[src/design/pgtbl_pkg.sv]
`timescale 1ns / 1ps

package pgtbl_pkg;

   localparam int TABLE_COUNT = 256;
   localparam int ENTRY_W     = 52;
   localparam int VIRT_W      = 48;
   localparam int FLAGS_W     = 12;
   localparam int IDX_W       = 9;
   localparam int PAGE_SHIFT  = 12;
   localparam int TIDX_W      = $clog2(TABLE_COUNT);
   localparam int CNT_W       = $clog2(TABLE_COUNT + 1);
   localparam int ADDR_W      = TIDX_W + IDX_W;
   localparam int DEPTH       = TABLE_COUNT * (2 ** IDX_W);

   localparam logic [ENTRY_W-1:0] MASK_4K = {{(ENTRY_W-12){1'b1}}, 12'h000};
   localparam logic [ENTRY_W-1:0] MASK_2M = {{(ENTRY_W-21){1'b1}}, 21'h0};
   localparam logic [ENTRY_W-1:0] P_BIT   = ENTRY_W'(1);
   localparam logic [ENTRY_W-1:0] PW_BITS = ENTRY_W'(3);
   localparam logic [ENTRY_W-1:0] BIG_BIT = ENTRY_W'(128);
   localparam int                 BIG_POS = 7;

   typedef enum logic [1:0] {
      OP_MAP       = 2'd0,
      OP_UNMAP     = 2'd1,
      OP_TRANSLATE = 2'd2,
      OP_NONE      = 2'd3
   } opcode_type;

   typedef enum logic [1:0] {
      ST_OK         = 2'd0,
      ST_EXHAUSTED  = 2'd1,
      ST_UNDER_HUGE = 2'd2
   } status_type;

   typedef struct packed {
      logic [1:0]         opcode;
      logic [VIRT_W-1:0]  virt_addr;
      logic [ENTRY_W-1:0] phys_addr;
      logic [FLAGS_W-1:0] entry_flags;
      logic               huge_page;
   } req_type;

   typedef struct packed {
      logic [ENTRY_W-1:0] translated_addr;
      logic [1:0]         status;
   } rsp_type;

   typedef struct packed {
      logic               sub;
      logic [ENTRY_W-1:0] a;
      logic [ENTRY_W-1:0] b;
   } alu_op_type;

endpackage

[src/design/pgtbl_alu.sv]
`timescale 1ns / 1ps

module pgtbl_alu import pgtbl_pkg::*; (
   input  alu_op_type         op,
   output logic [ENTRY_W-1:0] sum
);

   always_comb begin
      if (op.sub) begin
         sum = op.a - op.b;
      end else begin
         sum = op.a + op.b;
      end
   end

endmodule

[config.mk]
export PLATFORM = sky130hd
export DESIGN_NAME = pgtbl_alu
export DESIGN_NICKNAME = d
export VERILOG_FILES = /design/src/design/pgtbl_pkg.sv /design/src/design/pgtbl_alu.sv
export SDC_FILE = /design/constraint.sdc
export NUM_CORES = 1
export LEC_CHECK = 0
export BUFFER_PORTS_ARGS = -buffer_cell sky130_fd_sc_hd__buf_4
export CAP_MARGIN = 20
export CORE_UTILIZATION = 30
export DETAILED_ROUTE_END_ITERATION = 6
export PLACE_DENSITY = 0.55
export SKIP_LAST_GASP = 1
export SYNTH_ARGS = -nofsm -noshare
export SYNTH_HDL_FRONTEND = slang
export SYNTH_SLANG_ARGS = --single-unit
[constraint.sdc]
create_clock -name vclk -period 6.21
set_input_delay 0.9315 -clock vclk [all_inputs]
set_output_delay 0.9315 -clock vclk [all_outputs]
set_load 0.03 [all_outputs]
==> flow_summary.yaml <==
outcome:
  status: "finished clean"
placement:
  port_buffers: 157
  placed_cell_area_um2: 5420
  hpwl_um: 13200
  gp_congestion: 0.910
pwr:
  power_density_nw_per_um2: 194
  ir_drop_mv: 0.0834
  leakage_nw: 2.49
yosys:
  synth_top_area_share_pct: 16.0
  synthDistinctLibCells: 63
  ys_warn_count: 0
  synthTopCellsByArea: "ha_1, xnor2_1, a21oi_1"
  synth_largest_area_cell: "ha_1"
  synthCells: 612
  syn_avg_cell_area_um2: 6.64
  syn_nets: 770
  yosysSeqAreaShare_pct: 0
  synth.cell_area_um2: 4070
worst_setup_path:
  slowest_stage: "or4_1"
  cp.arrival_ns: 4.95
  path_delay_family: "compound AO/OA/AOI/OAI gates"
  critPathKind: "in -> out"
  worstPathMaxFanout: 7
  path_buf_inv: 2
  crit_chain: "buf_4 -> or4_1 -> nor2_1 -> and2_2 -> a21oi_1 -> a21o_1 -> a21oi_4 -> o21ai_1 -> xnor2_1 -> ha_1 -> a21o_1 -> a21o_1 -> a21oi_1 -> nor2_1 -> nor2_1 -> o21ai_0 -> a311o_1 -> nor2_1 -> xnor2_1 -> buf_4"
  crit_top_cell: "nor2_1"
  critPathMaxStageDelay_ns: 0.56
  worstPathRequired_ns: 5.28
  cp-end-kind: "output port"
  startpoint_type: "primary input"
cells_and_area:
  seq_cell_count: 0
  drive_gt1_share_pct: 24.0
  num_antenna_cells: 0
  fin_area_um2: 5440
  seqCellArea_um2: 0
  n_clock_buffer: 0
  fill_cells: 1454
  area_delta_synth_final_pct: 33.8
  nets: 913
sta:
  min_period_ns: 5.88
  timing_hold_violations_final: 0
  setup_tns_ns: 0
  max_freq_mhz: 170
  relSlewSlack_pct: 61.0
  drv_slew: 0
  setup_violations: 0
  period_share_pct: 94.6
  worstMarginPinSlew_ns: 0.580
global_routing:
  grt_max_degree: 26
  grt_use_total_pct: 20.5
  grt_pass1_wl_um: 23800
  antenna_found_initial: 0
  grt-ovfl-total: 0
  grt_pass1_vias: 4800
die:
  dieHeight_um: 118
  io_pins: 157
  die-width_um: 118
  rows: 42
  start_util_pct: 30.7
  design.die.area_um2: 14000
  core-area_um2: 13200
detailed_routing:
  viasPerCell: 5.39
  drt-pass1-iter-count: 5
  routed_wl_um: 15100
  drc: 0
  num_vias: 5008
  ant_nets: 0
  routedWlPerCell_um: 16.3
  drtIter0Drc: 323
hold_path:
  min_path_type: "in -> out"
clocking:
  cts.repair.resized: 0
  post_cts_buffers: 0
  holdBufCountCts: 0
job:
  maxCapViolCount: 0
==> layout by cell type, fill, tap and decap left out, types with 15 or more instances in the layout <==
master   count
ha_1        52
a21o_1      33
o21ai_0     30
xnor2_1     68
nand2_1     57
xor2_1      27
nor3_1      19
inv_1       15
nor2_1      69
a21oi_1     72
buf_4      161
==> worst paths after layout <==
path                  slack, ns   start  endpoint  cells past startpoint
worst max-delay path       0.33   op[9]   sum[51]                     20
worst min-delay path       2.28  op[53]    sum[1]                      3
==> synth_stat cells, drive strengths merged, types with 4 or more instances <==
library cell / count
o21bai: 6
o21a: 5
a31oi: 12
a21o: 33
ha: 52
nand4: 12
inv: 15
nor2: 72
a211oi: 10
nor2b: 6
nand2: 57
a21oi: 75
nor4: 6
o211ai: 4
xnor2: 69
o31ai: 6
and3: 8
nand3: 12
and2: 5
nor3: 19
xor2: 27
o21ai: 39
clkbuf: 17
==> metal layers <==
layer | part of all wire, % | routed length (µm) | up-vias | GRT usage, %
met5 | 0 | 0 | - | 0
met4 | 1.7 | 261 | 0 | 2.69
met3 | 5.4 | 819 | 18 | 1.21
met2 | 47 | 7080 | 168 | 36.0
met1 | 46 | 6960 | 2289 | 28.2
li1 | - | - | 2533 | -
==> where the power goes <==
part	internal [mW]	switching, mW
registers	0	0
clock network	0	0
logic	0.413	0.640
total	0.413	0.640
==> cell families (layout without fill, tap and decap cells) <==
group                    count (synthesis)  in the layout  synth area share [%]
multiplexers                             2              2                 0.492
XOR/XNOR                                96             96                  20.9
AO/OA/AOI/OAI                          212            212                  33.5
AND/OR/NAND/NOR                        214            214                  25.4
buffers and inverters                   35            176                  3.32
adder cells (fa/ha/maj)                 53             53                  16.5
==> final cells by class <==
cell class,count,area [µm²],area share (%)
multi-input combinational,577,3960,72.7
timing repair buffer,161,1210,22.2
tap,176,220,4.05
inverter,15,56.3,1.03
==> per-stage QoR <==
stage | cells | setup slack (ns) | power, mW | hold WS (ns) | utilization (%)
global route | 929 | -0.00516 | 1.13 | 2.29 | 41.1
CTS | 929 | 0.128 | 1.05 | 2.28 | 40.9
floorplan | 612 | 0.607 | 0.690 | 2.09 | -
global placement | 929 | 0.193 | 1.04 | 2.27 | 40.9
finish | 929 | 0.333 | 1.05 | 2.28 | 41.1
detailed placement | 929 | 0.146 | 1.04 | 2.28 | 40.9
==> worst min-delay path: stages <==
cell   delay, ns
buf_4       0.10
fa_1        0.16
buf_4       0.16
No activity file was read; power rests on OpenSTA's default activity.
